[src/sv/dctd_pkg.sv]
// Shared types and constants for the double-clap toggle detector.
package dctd_pkg;

  localparam int STAMP_W = 32;
  localparam int GAP_W   = 16;
  localparam int PADDR_W = 3;

  localparam logic [GAP_W-1:0] MIN_GAP_RESET = 16'd400;
  localparam logic [GAP_W-1:0] MAX_GAP_RESET = 16'd1000;

  // Register select, taken from paddr[2]
  localparam logic REG_MIN_GAP = 1'b0;
  localparam logic REG_MAX_GAP = 1'b1;

  // Write and clear controls from the sequencer to the ring store
  typedef struct packed {
    logic wr_en;
    logic clear;
  } ring_ctl_t;

  // One result
  typedef struct packed {
    logic load_on;
    logic toggled;
  } result_t;

endpackage

[src/sv/dctd_ring.sv]
// Timestamp ring store: one write port, two registered read ports, per-entry valid bits.
module dctd_ring
  import dctd_pkg::*;
#(
  parameter int RING_DEPTH = 16
) (
  input  logic                          clk,
  input  logic                          rst,
  input  ring_ctl_t                     ctl,
  input  logic [$clog2(RING_DEPTH)-1:0] wr_addr,
  input  logic [STAMP_W-1:0]            wr_data,
  input  logic [$clog2(RING_DEPTH)-1:0] rd_a_addr,
  input  logic [$clog2(RING_DEPTH)-1:0] rd_b_addr,
  output logic [STAMP_W-1:0]            rd_a_data,
  output logic [STAMP_W-1:0]            rd_b_data
);

  logic [STAMP_W-1:0]    mem [RING_DEPTH];
  logic [RING_DEPTH-1:0] valid;
  logic [STAMP_W-1:0]    rd_a_q;
  logic [STAMP_W-1:0]    rd_b_q;
  logic                  rd_a_vld;
  logic                  rd_b_vld;

  // Write the stamp
  always_ff @(posedge clk) begin
    if (ctl.wr_en) begin
      mem[wr_addr] <= wr_data;
    end
  end

  // Register both reads together with their valid bits
  always_ff @(posedge clk) begin
    rd_a_q   <= mem[rd_a_addr];
    rd_b_q   <= mem[rd_b_addr];
    rd_a_vld <= valid[rd_a_addr];
    rd_b_vld <= valid[rd_b_addr];
  end

  // Drop every entry at once on reset or clear; mark entries as written
  always_ff @(posedge clk) begin
    if (rst) begin
      valid <= '0;
    end else if (ctl.clear) begin
      valid <= '0;
    end else if (ctl.wr_en) begin
      valid[wr_addr] <= 1'b1;
    end
  end

  // An entry never written since the last clear reads as zero
  assign rd_a_data = rd_a_vld ? rd_a_q : '0;
  assign rd_b_data = rd_b_vld ? rd_b_q : '0;

endmodule

[src/sv/dctd_ctrl.sv]
// Sequencer: duplicate check, ring update, pair walk and load toggle.
module dctd_ctrl
  import dctd_pkg::*;
#(
  parameter int RING_DEPTH = 16
) (
  input  logic                          clk,
  input  logic                          rst,
  input  logic                          in_valid,
  output logic                          in_stall,
  input  logic [STAMP_W-1:0]            event_time_ms,
  input  logic [GAP_W-1:0]              min_gap_ms,
  input  logic [GAP_W-1:0]              max_gap_ms,
  output ring_ctl_t                     ring_ctl,
  output logic [$clog2(RING_DEPTH)-1:0] wr_addr,
  output logic [STAMP_W-1:0]            wr_data,
  output logic [$clog2(RING_DEPTH)-1:0] rd_a_addr,
  output logic [$clog2(RING_DEPTH)-1:0] rd_b_addr,
  input  logic [STAMP_W-1:0]            rd_a_data,
  input  logic [STAMP_W-1:0]            rd_b_data,
  output logic                          res_valid,
  output result_t                       res,
  input  logic                          res_ready
);

  localparam int AW = $clog2(RING_DEPTH);
  localparam logic [AW-1:0] LAST_IDX = AW'(RING_DEPTH - 1);

  localparam logic [1:0] ST_IDLE  = 2'd0;
  localparam logic [1:0] ST_CHECK = 2'd1;
  localparam logic [1:0] ST_SCAN  = 2'd2;
  localparam logic [1:0] ST_DONE  = 2'd3;

  logic [1:0]         state;
  logic [STAMP_W-1:0] stamp;
  logic [AW-1:0]      pos;
  logic [AW-1:0]      pos_inc;
  logic               load_state;
  logic               flip;
  logic [AW-1:0]      scan_i;
  logic [AW-1:0]      scan_j;
  logic               issue_done;
  logic               cmp_vld;
  logic               cmp_last;
  logic               scan_last;
  logic               dup;
  logic [STAMP_W-1:0] gap;
  logic               hit;

  assign in_stall  = (state != ST_IDLE);
  assign pos_inc   = (pos == LAST_IDX) ? '0 : pos + 1'b1;
  assign scan_last = (scan_i == LAST_IDX) && (scan_j == LAST_IDX);

  // Entry at the current position arrives in the cycle after acceptance
  assign dup = (rd_a_data == stamp);

  // Pair difference, wrapping at 2^32, against the open window
  assign gap = rd_b_data - rd_a_data;
  assign hit = cmp_vld && (gap > STAMP_W'(min_gap_ms)) && (gap < STAMP_W'(max_gap_ms));

  // Ring port drive
  assign rd_a_addr      = (state == ST_IDLE) ? pos : scan_i;
  assign rd_b_addr      = scan_j;
  assign wr_addr        = pos_inc;
  assign wr_data        = stamp;
  assign ring_ctl.wr_en = (state == ST_CHECK) && !dup;
  assign ring_ctl.clear = (state == ST_SCAN) && hit;

  assign res_valid   = (state == ST_DONE);
  assign res.load_on = load_state;
  assign res.toggled = flip;

  // Control state
  always_ff @(posedge clk) begin
    if (rst) begin
      state      <= ST_IDLE;
      pos        <= '0;
      load_state <= 1'b0;
      flip       <= 1'b0;
      issue_done <= 1'b0;
      cmp_vld    <= 1'b0;
      cmp_last   <= 1'b0;
      scan_i     <= '0;
      scan_j     <= '0;
    end else begin
      unique case (state)
        ST_IDLE: begin
          if (in_valid) begin
            state <= ST_CHECK;
          end
        end
        ST_CHECK: begin
          // Drop a repeated stamp, else advance and start the pair walk
          if (dup) begin
            state <= ST_IDLE;
          end else begin
            pos        <= pos_inc;
            scan_i     <= '0;
            scan_j     <= '0;
            issue_done <= 1'b0;
            cmp_vld    <= 1'b0;
            cmp_last   <= 1'b0;
            state      <= ST_SCAN;
          end
        end
        ST_SCAN: begin
          // Issue one pair a cycle
          cmp_vld  <= !issue_done;
          cmp_last <= scan_last;
          if (!issue_done) begin
            if (scan_last) begin
              issue_done <= 1'b1;
            end else if (scan_j == LAST_IDX) begin
              scan_j <= '0;
              scan_i <= scan_i + 1'b1;
            end else begin
              scan_j <= scan_j + 1'b1;
            end
          end
          // Finish on the first pair in the window or after the last pair
          if (hit) begin
            load_state <= !load_state;
            flip       <= 1'b1;
            issue_done <= 1'b1;
            cmp_vld    <= 1'b0;
            state      <= ST_DONE;
          end else if (cmp_vld && cmp_last) begin
            flip    <= 1'b0;
            cmp_vld <= 1'b0;
            state   <= ST_DONE;
          end
        end
        ST_DONE: begin
          if (res_ready) begin
            state <= ST_IDLE;
          end
        end
        default: begin
          state <= ST_IDLE;
        end
      endcase
    end
  end

  // Hold the request stamp
  always_ff @(posedge clk) begin
    if (state == ST_IDLE && in_valid) begin
      stamp <= event_time_ms;
    end
  end

endmodule

[src/sv/double_clap_toggle_detector.sv]
// Top level of the double-clap toggle detector: register port, output register, core.
//
// Each request carries a 32-bit millisecond timestamp of a sound edge. A stamp equal to the
// ring entry at the current position is dropped in the check state with no result. Any other
// stamp is written at the next ring position, and then every ordered pair of ring entries is
// checked, one pair a cycle through the two read ports of the ring store; the walk stops at
// the first pair whose wrapped difference lies strictly between min_gap_ms and max_gap_ms,
// which clears the ring and toggles the load. Each such request gives one result (load_on,
// toggled). A new request is taken while the previous result still waits in the output
// register. Reset clears the ring at once; there is no clearing pass. The gap bounds are at
// byte addresses 0 (min_gap_ms) and 4 (max_gap_ms); the user must write them only while
// idle, and the block itself does not enforce this.
module double_clap_toggle_detector
  import dctd_pkg::*;
#(
  parameter int RING_DEPTH = 16
) (
  input  logic               clk,
  input  logic               rst,
  input  logic               psel,
  input  logic               penable,
  input  logic               pwrite,
  input  logic [PADDR_W-1:0] paddr,
  input  logic [31:0]        pwdata,
  output logic [31:0]        prdata,
  output logic               pready,
  input  logic               in_valid,
  output logic               in_stall,
  input  logic [STAMP_W-1:0] event_time_ms,
  output logic               out_valid,
  input  logic               out_stall,
  output logic               load_on,
  output logic               toggled
);

  localparam int AW = $clog2(RING_DEPTH);

  logic [GAP_W-1:0]   min_gap_ms;
  logic [GAP_W-1:0]   max_gap_ms;
  logic               cfg_wr;
  ring_ctl_t          ring_ctl;
  logic [AW-1:0]      wr_addr;
  logic [STAMP_W-1:0] wr_data;
  logic [AW-1:0]      rd_a_addr;
  logic [AW-1:0]      rd_b_addr;
  logic [STAMP_W-1:0] rd_a_data;
  logic [STAMP_W-1:0] rd_b_data;
  logic               res_valid;
  result_t            res;
  logic               res_ready;

  // Register port
  assign pready = 1'b1;
  assign cfg_wr = psel && penable && pwrite;

  always_ff @(posedge clk) begin
    if (rst) begin
      min_gap_ms <= MIN_GAP_RESET;
      max_gap_ms <= MAX_GAP_RESET;
    end else if (cfg_wr) begin
      unique case (paddr[2])
        REG_MIN_GAP: min_gap_ms <= pwdata[GAP_W-1:0];
        REG_MAX_GAP: max_gap_ms <= pwdata[GAP_W-1:0];
        default: ;
      endcase
    end
  end

  always_comb begin
    unique case (paddr[2])
      REG_MIN_GAP: prdata = {{(32-GAP_W){1'b0}}, min_gap_ms};
      REG_MAX_GAP: prdata = {{(32-GAP_W){1'b0}}, max_gap_ms};
      default:     prdata = '0;
    endcase
  end

  dctd_ring #(
    .RING_DEPTH(RING_DEPTH)
  ) u_ring (
    .clk      (clk),
    .rst      (rst),
    .ctl      (ring_ctl),
    .wr_addr  (wr_addr),
    .wr_data  (wr_data),
    .rd_a_addr(rd_a_addr),
    .rd_b_addr(rd_b_addr),
    .rd_a_data(rd_a_data),
    .rd_b_data(rd_b_data)
  );

  dctd_ctrl #(
    .RING_DEPTH(RING_DEPTH)
  ) u_ctrl (
    .clk          (clk),
    .rst          (rst),
    .in_valid     (in_valid),
    .in_stall     (in_stall),
    .event_time_ms(event_time_ms),
    .min_gap_ms   (min_gap_ms),
    .max_gap_ms   (max_gap_ms),
    .ring_ctl     (ring_ctl),
    .wr_addr      (wr_addr),
    .wr_data      (wr_data),
    .rd_a_addr    (rd_a_addr),
    .rd_b_addr    (rd_b_addr),
    .rd_a_data    (rd_a_data),
    .rd_b_data    (rd_b_data),
    .res_valid    (res_valid),
    .res          (res),
    .res_ready    (res_ready)
  );

  // Output register: load a result when empty or being drained
  assign res_ready = !out_valid || !out_stall;

  always_ff @(posedge clk) begin
    if (rst) begin
      out_valid <= 1'b0;
    end else if (res_valid && res_ready) begin
      out_valid <= 1'b1;
    end else if (!out_stall) begin
      out_valid <= 1'b0;
    end
  end

  always_ff @(posedge clk) begin
    if (res_valid && res_ready) begin
      load_on <= res.load_on;
      toggled <= res.toggled;
    end
  end

endmodule

[config.mk]
export PLATFORM = sky130hd
export DESIGN_NAME = double_clap_toggle_detector
export DESIGN_NICKNAME = d
export VERILOG_FILES = /design/src/sv/dctd_pkg.sv /design/src/sv/dctd_ring.sv /design/src/sv/dctd_ctrl.sv /design/src/sv/double_clap_toggle_detector.sv
export SDC_FILE = /design/constraint.sdc
export NUM_CORES = 1
export LEC_CHECK = 0
export BUFFER_PORTS_ARGS = -buffer_cell sky130_fd_sc_hd__buf_2
export CAP_MARGIN = 20
export CORE_ASPECT_RATIO = 0.7
export CORE_MARGIN = 3
export CORE_UTILIZATION = 50
export CTS_CLUSTER_DIAMETER = 120
export DETAILED_ROUTE_END_ITERATION = 8
export PLACE_DENSITY = 0.66
export SLEW_MARGIN = 20
export SYNTH_ARGS = -nofsm -noshare
export SYNTH_HDL_FRONTEND = slang
export SYNTH_SLANG_ARGS = --single-unit
[constraint.sdc]
create_clock -name clk -period 7.4 [get_ports clk]
set_input_delay 0.74 -clock clk [delete_from_list [all_inputs] [get_ports clk]]
set_output_delay 0.74 -clock clk [all_outputs]
set_load 0.05 [all_outputs]
After elaboration in Yosys (flattened, before gate mapping)
Memories as Yosys holds them, arrays and structs flattened. A register that Yosys moved wholly into a read port is not among the register bits.
Cells that the tools add are included.
Widths: inputs -> output; s select.
{"block": "totals", "latch_bits": 0, "out_inout_bits": 37, "mem_count": 1, "ramBits": 512, "inputBits": 74, "ff_bits": 104, "rom_bits": 0}
{"name": "u_ring.mem", "depth": 16, "word_bits": 32, "read_ports": 2, "rd_ports_with_merged_regs": 2, "wr": 1, "line_no": "dctd_ring.sv:18", "text": "logic [STAMP_W-1:0] mem [RING_DEPTH];"}
{"block": "classes", "eq_ne": 15, "n_lt_le_gt_ge": 6, "bitwise": 3, "shifts": 0, "n_mul": 0, "addsub": 4, "muxes": 41, "n_div": 0, "n_reduce_logical": 31}
{"cell": "$mux 32", "count": 2}
{"cell": "$pmux 32 s2", "count": 1}
{"cell": "$mux 4", "count": 9}
{"cell": "$eq 32x32->1", "count": 1}
{"cell": "$gt 32x16->1", "count": 1}
{"cell": "$lt 32x16->1", "count": 1}
{"cell": "$sub 32x32->32", "count": 1}
{"cell": "$or 16x16->16", "count": 1}
{"cell": "$pmux 4 s2", "count": 2}
{"cell": "$lt 4x5->1 const B", "count": 3}
{"cell": "$mux 1", "count": 15}
{"cell": "$add 4x1->4 const B", "count": 3}
{"cell": "$eq 4x4->1 const B", "count": 3}
{"cell": "$reduce_and 2->1", "count": 6}
{"cell": "$logic_and 1x1->1", "count": 11}
{"cell": "$mux 2", "count": 5}
{"cell": "$ne 2x2->1 const B", "count": 5}
{"cell": "$bmux 1 s4", "count": 2}
{"cell": "$pmux 2 s4", "count": 1}
{"cell": "$pmux 1 s2", "count": 3}
{"cell": "$reduce_bool 2->1", "count": 3}
{"cell": "$logic_not 1->1", "count": 5}
{"cell": "$reduce_and 5->1", "count": 1}
{"cell": "$demux 1 s4", "count": 1}
{"cell": "11 further kinds", "count": 14}

Depth between registers and ports, before layout
Gate-level depths: netlist (run 1).
{"block": "depth", "ltp_word": 7, "ltp_mapped": 25, "mapped_depth_nobuf": 21}

By module
A second synthesis (run 1) with hierarchy kept.
{"block": "hier_totals", "hier_cells": 2093, "area_unflattened_um2": 32610.0}
{"mod": "dctd_ring", "n_inst": 1, "area_each_um2": 25394.4, "cells_per_inst": 1265, "seq_area_each_um2": 17016.3}
{"mod": "dctd_ctrl", "n_inst": 1, "area_each_um2": 5431.5, "cells_per_inst": 653, "seq_area_each_um2": 1341.3}
{"mod": "double_clap_toggle_detector", "n_inst": 1, "area_each_um2": 1784.2, "cells_per_inst": 175, "seq_area_each_um2": 720.7}

Worst setup path before layout (run 1)
Ideal clock, no wire load.
{"block": "synth_timing", "kind": "register -> register", "start": "reg u_ring.rd_a_vld", "end": "reg u_ring.valid[12]", "stages_incl_launch_ff": 25, "t_arrival_ns": 5.172, "period_less_slack_ns": 5.289, "setup_time_ns": 0.117, "slack_ns": 2.111, "t_required_ns": 7.283, "path_cell_list": "dfxtp_1 -> clkbuf_1 -> clkbuf_1 -> clkbuf_1 -> nand2_1 -> ha_1 -> a21oi_1 -> a21oi_1 -> a211oi_2 -> o21ai_0 -> a21o_1 -> a21oi_1 -> xnor2_1 -> ha_1 -> a21o_1 -> a21o_1 -> a221oi_1 -> o22ai_1 -> a21oi_1 -> o2111ai_1 -> a2111oi_4 -> nand4_4 -> o21ai_4 -> buf_6 -> o21ba_1"}
{"block": "synth_via", "elab_chain_len": 7, "word_cells_on_any_way": 11}
{"element": "start, declared", "line_no": "dctd_ring.sv:22", "text": "logic rd_a_vld;"}
{"element": "start signal, assigned", "line_no": "dctd_ring.sv:36", "text": "rd_a_vld <= valid[rd_a_addr];"}
{"element": "$mux 32 *", "line_no": "dctd_ring.sv:52", "text": "assign rd_a_data = rd_a_vld ? rd_a_q : '0;"}
{"element": "$sub 32x32->32", "line_no": "dctd_ctrl.sv:58", "text": "assign gap = rd_b_data - rd_a_data;"}
{"element": "$gt 32x16->1", "line_no": "dctd_ctrl.sv:59", "text": "assign hit = cmp_vld && (gap > STAMP_W'(min_gap_ms)) && (gap < STAMP_W'(max_gap_ms));"}
{"element": "$logic_and 1x1->1 (2 in a row)", "line_no": "dctd_ctrl.sv:59"}
{"element": "$logic_and 1x1->1", "line_no": "dctd_ctrl.sv:67", "text": "assign ring_ctl.clear = (state == ST_SCAN) && hit;"}
{"element": "$reduce_or 2->1 (no line)"}
{"element": "end signal, assigned", "line_no": "dctd_ring.sv:43", "text": "valid <= '0;"}
{"element": "end signal, assigned", "line_no": "dctd_ring.sv:45", "text": "valid <= '0;"}
{"element": "end signal, assigned by index", "line_no": "dctd_ring.sv:47", "text": "valid[wr_addr] <= 1'b1;"}
{"element": "end, declared", "line_no": "dctd_ring.sv:19", "text": "logic [RING_DEPTH-1:0] valid;"}
Every way passes the cells marked *; elsewhere a longest branch is shown, timed or not.
A chain may end at the register's enable or synchronous reset.

Worst setup path after layout (run 1)
{"block": "layout_timing", "start": "reg u_ring.rd_a_vld", "end": "reg u_ring.valid[1]"}
The elaborated chain is that of the path after synthesis.

==> flow_metrics.tcl, run 1 <==
set metrics [dict create \
    clk_latency_ns 0.64 \
    skew_ns 0.0275 \
    grt_remaining_overflow 0 \
    dp_worst_setup_slack_ns 1.68 \
    post_cts_resized 0 \
    cellPowerDensity_nw_per_um2 261 \
    synth_edf_count 546 \
    layout_commonest_cell "edfxtp_1" \
    cts-htree-levels 3 \
    syn-cell-area_um2 33400 \
    synth_cells 2437 \
    rsz0062_at_grt "no" \
    min_period_ns 5.76 \
    fmax_mhz 174 \
    die_h_um 222 \
    slew_headroom_pct 23.2 \
    clk_path_buf_depth 3 \
    min_path_type "in2reg" \
    ant_nets 0 \
    synth_top_area_cell "edfxtp_1" \
    min_from "event_time_ms[27]" \
    die-area_um2 70000 \
    grt_pass1_wl_mm 142 \
    cts_buffers 69 \
    critPathKind "reg2reg" \
    setup_slack_ns 1.64 \
    synth.distinct_cells 89 \
    final_util_pct 56.5 \
    startpoint_type "register" \
    cts_root_buf "clkbuf_16" \
    antenna_found_initial 3 \
    gp_congestion 0.945 \
    reg2reg_to "u_ring.valid[1]$_SDFFE_PP0P_" \
    r2r_start "u_ring.rd_a_vld$_DFF_P_" \
    core.rowCount 78 \
    status "finished clean" \
    dp_hpwl_mm 56.2 \
    core_area_um2 65500 \
    setup_violations 0 \
    ir_drop_uv 185 \
    endpoint_kind "register" \
    cp_max_fo 22 \
    vias 22600 \
    leakage_nw 12.6 \
    grt_pass1_vias 21600 \
    syn2layout_area_growth_pct 10.7 \
    portBuffers 75 \
    rr_worst_depth 20 \
    final-hold-violation-count 0 \
    syn_avg_cell_area_um2 13.7 \
    cts_hold_buf 0 \
    wire_per_inst_um 28.7 \
    postCtsSetupBuffers 0 \
    critical_path_arrival_ns 6.29 \
    ys_async_sr_fraction_pct 0 \
    wirelength_mm 97.4 \
    slew_violations 0 \
    clkTransAtPathRegs_ns 0.07 \
    period_share_pct 77.9 \
    synth_flop_cell "edfxtp_1" \
    cts_num_sinks 680 \
    start_util_pct 51.0 \
    final_cell_mix "edfxtp_1 (546), nand2_1 (284), mux4_2 (198)" \
    grt_max_degree 117 \
    drive_gt1_share_pct 19.5 \
    num_antenna_cells 0 \
    reg2reg_slack_ns 1.64 \
    gr-usage-all-layers_pct 27.5 \
    ys_ff_latch 680 \
    ios 111 \
    drv_cap 0 \
    die_x_um 315 \
    tightest_slew_ns 1.12 \
    hold_depth 1 \
    hold_end "u_ctrl.wr_data[27]$_DFFE_PP_" \
    fin_nets 2606 \
    routed_via_density 6.65 \
    synthTopCellsByArea "edfxtp_1 (49%), mux4_2 (13%), dfxtp_1 (8.0%)" \
    nFillCells 5233 \
    drt_pass1_iterations 6 \
    yosys_warnings 0 \
    crit_required_ns 7.93 \
    cts_tree "built" \
    yosysSeqAreaShare_pct 57.1 \
    synth_top_area_share_pct 49.1 \
    drc 0 \
    setup-tns-final_ns 0 \
    drt_iter0_drc 3264 \
]
-- cell families (layout without fill, tap and decap cells) --
group	count (synthesis)	count (layout)	share of synthesized area (%)
flip-flops	680	680	57.1
AND/OR/NAND/NOR	548	548	7.86
AO/OA/AOI/OAI	524	524	10.5
multiplexers	342	342	17.8
buffers and inverters	225	289	2.87
adder cells (fa/ha/maj)	74	74	2.79
XOR/XNOR	42	42	1.10
other	2	17	0.0225
-- per-layer routing --
metal  track usage, %  wire length [um]
met1             41.7             42100
met2             40.5             42900
met3             6.00             10100
met4             6.90              2230
met5                0                 0
-- state kept, by name, indices dropped and copies added (netlist names), named ones only --
| signal | cells |
|---|---|
| u_ctrl.load_state | 1 |
| u_ctrl.flip | 1 |
| min_gap_ms | 16 |
| u_ring.mem | 512 |
| u_ctrl.scan_i | 4 |
| u_ring.valid | 16 |
| out_valid | 1 |
| u_ring.rd_a_q | 32 |
| u_ctrl.cmp_vld | 1 |
| load_on | 1 |
| u_ctrl.rd_b_addr | 4 |
| u_ring.rd_b_q | 32 |
| u_ring.rd_b_vld | 1 |
| u_ctrl.cmp_last | 1 |
| u_ctrl.wr_data | 32 |
| u_ctrl.state | 1 |
| toggled | 1 |
| max_gap_ms | 16 |
| u_ring.rd_a_vld | 1 |
| u_ctrl.pos | 4 |
| u_ctrl.issue_done | 1 |
-- cells in the mapped netlist, drive strengths merged (29+ instances only) --
cell and count:
mux2i 119, ha 72, a31oi 46, a211oi 38, edfxtp 546, nor2 60, o21ai 121, a22oi 43
a221oi 34, a21oi 117, clkbuf 113, inv 50, xnor2 29, dfxtp 134, mux4 198, nand2 285
and2 67, buf 61
-- metrics by stage --
step	hold slack [ns]	std cells	power (mW)	cell area, um^2
6_report	0.276	3396	9.64	37000
5_1_grt	0.255	3396	9.99	37000
4_1_cts	0.246	3395	9.68	37000
3_5_place_dp	0.451	3267	6.04	34600
3_3_place_gp	0.443	3267	6.00	34600
2_1_floorplan	0.408	2452	5.59	33500
-- area by class of cell --
class / instances / area (um^2) / area share (%)
repair buffers: 110 / 683 / 1.85
flip-flops and latches: 680 / 19100 / 51.6
inverters: 51 / 191 / 0.518
multi-input cells: 1547 / 13500 / 36.6
clock inverters: 24 / 393 / 1.06
well taps: 880 / 1100 / 2.98
clock buffers: 104 / 1980 / 5.36
-- power breakdown --
| part | total, mW | switching, mW | internal, mW |
|---|---|---|---|
| Sequential | 4.50 | 0.204 | 4.30 |
| Combinational | 1.48 | 0.840 | 0.642 |
| Clock | 3.66 | 1.51 | 2.15 |
-- worst max-delay path by stage --
stage,from,slack [ns],to
global placement,u_ring.rd_a_vld$_DFF_P_,1.80,u_ring.valid[13]$_SDFFE_PP0P_
detailed placement,u_ring.rd_a_vld$_DFF_P_,1.68,u_ring.valid[1]$_SDFFE_PP0P_
finish,u_ring.rd_a_vld$_DFF_P_,1.64,u_ring.valid[1]$_SDFFE_PP0P_
CTS,u_ring.rd_a_vld$_DFF_P_,1.67,u_ring.valid[1]$_SDFFE_PP0P_
global route,u_ring.rd_b_vld$_DFF_P_,1.31,u_ring.valid[14]$_SDFFE_PP0P_
floorplan,u_ring.rd_a_vld$_DFF_P_,2.11,u_ring.valid[12]$_SDFFE_PP0P_
-- critical path, cell delays in order (launching register included) --
cell,delay (ns)
dfxtp_2,0.63
nand2_1,0.10
ha_1,0.35
a21oi_1,0.29
a21oi_1,0.13
a211oi_2,0.50
o21ai_0,0.30
a21o_1,0.23
a21oi_1,0.17
xnor2_1,0.22
ha_1,0.32
a21o_1,0.16
a21o_1,0.17
a221oi_1,0.43
o22ai_1,0.12
a21oi_1,0.13
o2111ai_1,0.16
a2111oi_4,0.32
nand4_4,0.25
o21ai_4,0.43
o21ba_2,0.23
Note: power is estimated with default switching activity, not from simulation.
==> run 2: changes to the inputs <==
==> constraint.sdc (replaced) <==
create_clock -name clk -period 5.7 [get_ports clk]
set_input_delay 0.57 -clock clk [delete_from_list [all_inputs] [get_ports clk]]
set_output_delay 0.57 -clock clk [all_outputs]
set_load 0.05 [all_outputs]
==> run 2 against run 1 <==
  * Flip-flop and latch count unchanged
  * Clock skew down 0.0023 ns
  * Setup slack worse by 1.3 ns
  * Worst hold slack worse by 0.16 ns
  * First-iteration DRC count shrank 6.2%
  * Non-clock buffer count up 5
  * Count of clock-buffer cells in the layout decreased by 13
  * Core utilization about the same
  * Critical path type unchanged
  * Sequential power grew 30%
  * Highest routed layer unchanged
  * Via count down 0.69%
  * Total power grew 29%
==> flow_metrics.tcl, run 2 (synthesis results as in run 1) <==
set metrics [dict create \
    status "finished clean" \
    clk_path_buf_depth 3 \
    grt_pass1_vias 21800 \
    path_common_cell "a21oi_1" \
    setup_violations 0 \
    ir_drop_uv 251 \
    tightest_slew_ns 1.17 \
    gr-usage-all-layers_pct 27.7 \
    leakage_nw 12.6 \
    grt_remaining_overflow 0 \
    slew_headroom_pct 20.1 \
    grt_pass1_wl_mm 143 \
    final-hold-violation-count 0 \
    cellPowerDensity_nw_per_um2 337 \
    cts_buffers 68 \
    startpoint_type "register" \
    skew_ns 0.0251 \
    rr_worst_depth 21 \
    vias 22400 \
    portBuffers 75 \
    drt_iter0_drc 3062 \
    cts_tree "built" \
    wire_per_inst_um 28.6 \
    clk_latency_ns 0.63 \
    drv_cap 0 \
    min_from "event_time_ms[8]" \
    multi_input_area_um2 13500 \
    clkTransAtPathRegs_ns 0.07 \
    final_cell_mix "edfxtp_1 (546), nand2_1 (284), mux4_2 (198)" \
    start_util_pct 51.0 \
    nFillCells 5165 \
    min_path_type "in2reg" \
    die_x_um 315 \
    slowest_delay_ns 0.53 \
    regArea_um2 19100 \
    hold_end "u_ctrl.wr_data[8]$_DFFE_PP_" \
    critical_path_arrival_ns 5.82 \
    wirelength_mm 97.1 \
    wl_met3_mm 9.53 \
    ant_nets 0 \
    ios 111 \
    syn2layout_area_growth_pct 10.7 \
    core_area_um2 65500 \
    r2r_start "u_ring.rd_a_vld$_DFF_P_" \
    drt_pass1_iterations 6 \
    critPathKind "reg2reg" \
    fin_nets 2610 \
    fmax_mhz 188 \
    wl_met2_mm 42.0 \
    grt_max_degree 110 \
    slew_violations 0 \
    total_power_mw 12.5 \
    crit_chain "nand2_1 > ha_1 > a21oi_1 > a21oi_1 > a211oi_2 > buf_4 > o21ai_0 > a21o_1 > a21oi_1 > xnor2_1 > ha_1 > a21o_1 > a21o_1 > a221oi_1 > o22ai_1 > a21oi_1 > o2111ai_1 > a2111oi_4 > nand4_4 > o21ai_4 > o21ba_2" \
    rsz0062_at_grt "no" \
    cts-htree-levels 3 \
    reg2reg_slack_ns 0.38 \
    cts_num_sinks 680 \
    largest_register_ffs 512 \
    dp_hpwl_mm 57.4 \
    cp_max_fo 18 \
    die-area_um2 70000 \
    crit_slowest_cell "dfxtp_2" \
    setup-tns-final_ns 0 \
    top_layer "met4" \
    layout_commonest_cell "edfxtp_1" \
    gp_congestion 0.924 \
    postCtsSetupBuffers 0 \
    crit_required_ns 6.20 \
    die_h_um 222 \
    period_share_pct 93.3 \
    endpoint_kind "register" \
    top_register "u_ring.mem" \
    drive_gt1_share_pct 20.0 \
    cts_root_buf "clkbuf_16" \
    min_period_ns 5.32 \
    core.rowCount 78 \
    antenna_found_initial 4 \
    reg2reg_to "u_ring.valid[2]$_SDFFE_PP0P_" \
    met1Wirelength_mm 43.4 \
    hold_depth 1 \
    routed_via_density 6.59 \
    drc 0 \
]
[run 2: area by class of cell]
class | instances | share of cell area, %
Timing Repair Buffer | 115 | 2.00
Antenna cell | 2 | 0.0135
Sequential cell | 680 | 51.6
Tap cell | 880 | 2.98
Multi-Input combinational cell | 1547 | 36.6
Inverter | 51 | 0.518
Clock buffer | 91 | 5.17
Clock inverter | 34 | 1.07
[run 2: repair_timing]
item	in CTS	in global routing
endpoints found under the setup margin	0	16
gates resized for setup	0	1
hold buffers	0	0
[run 2: worst max-delay path, delay by kind of cell, from the launching register on]
| family | cells | cell delay, ns |
|---|---|---|
| compound gates | 15 | 3.25 |
| xor+xnor | 1 | 0.22 |
| fa+ha+maj | 2 | 0.67 |
| buf+inv | 1 | 0.17 |
| flops | 1 | 0.53 |
| simple gates | 2 | 0.33 |
[run 2: report_power, final]
group	internal, mW	switching (mW)
clock network	2.70	1.97
logic	0.849	1.11
registers	5.58	0.259
[run 2: metal layers]
layer  track usage, %  vias up
met5                0        -
met4             7.10        0
met3             6.57      156
met2             39.8     1158
met1             42.4    11500
li1                 -     9599
[run 2: worst max path at each step]
stage | slack [ns] | endpoint | startpoint | cells past startpoint
global route | 0.04 | u_ring.valid[5]$_SDFFE_PP0P_ | u_ring.rd_a_vld$_DFF_P_ | 18
finish | 0.38 | u_ring.valid[2]$_SDFFE_PP0P_ | u_ring.rd_a_vld$_DFF_P_ | 21
detailed placement | 0.36 | u_ring.valid[2]$_SDFFE_PP0P_ | u_ring.rd_b_vld$_DFF_P_ | 21
floorplan | 0.41 | u_ring.valid[12]$_SDFFE_PP0P_ | u_ring.rd_a_vld$_DFF_P_ | 24
global placement | 0.50 | u_ring.valid[1]$_SDFFE_PP0P_ | u_ring.rd_b_vld$_DFF_P_ | 21
CTS | 0.28 | u_ring.valid[2]$_SDFFE_PP0P_ | u_ring.rd_b_vld$_DFF_P_ | 21
[run 2: through the flow]
step | utilization, % | hold WS [ns] | instances | worst slack (ns) | instance area, um^2
global placement | 52.9 | 0.443 | 3273 | 0.500 | 34700
detailed placement | 52.9 | 0.450 | 3273 | 0.358 | 34700
floorplan | - | 0.408 | 2452 | 0.411 | 33500
global route | 56.5 | 0.0953 | 3398 | 0.0387 | 37000
finish | 56.5 | 0.118 | 3400 | 0.384 | 37000
CTS | 56.4 | 0.0846 | 3398 | 0.277 | 37000
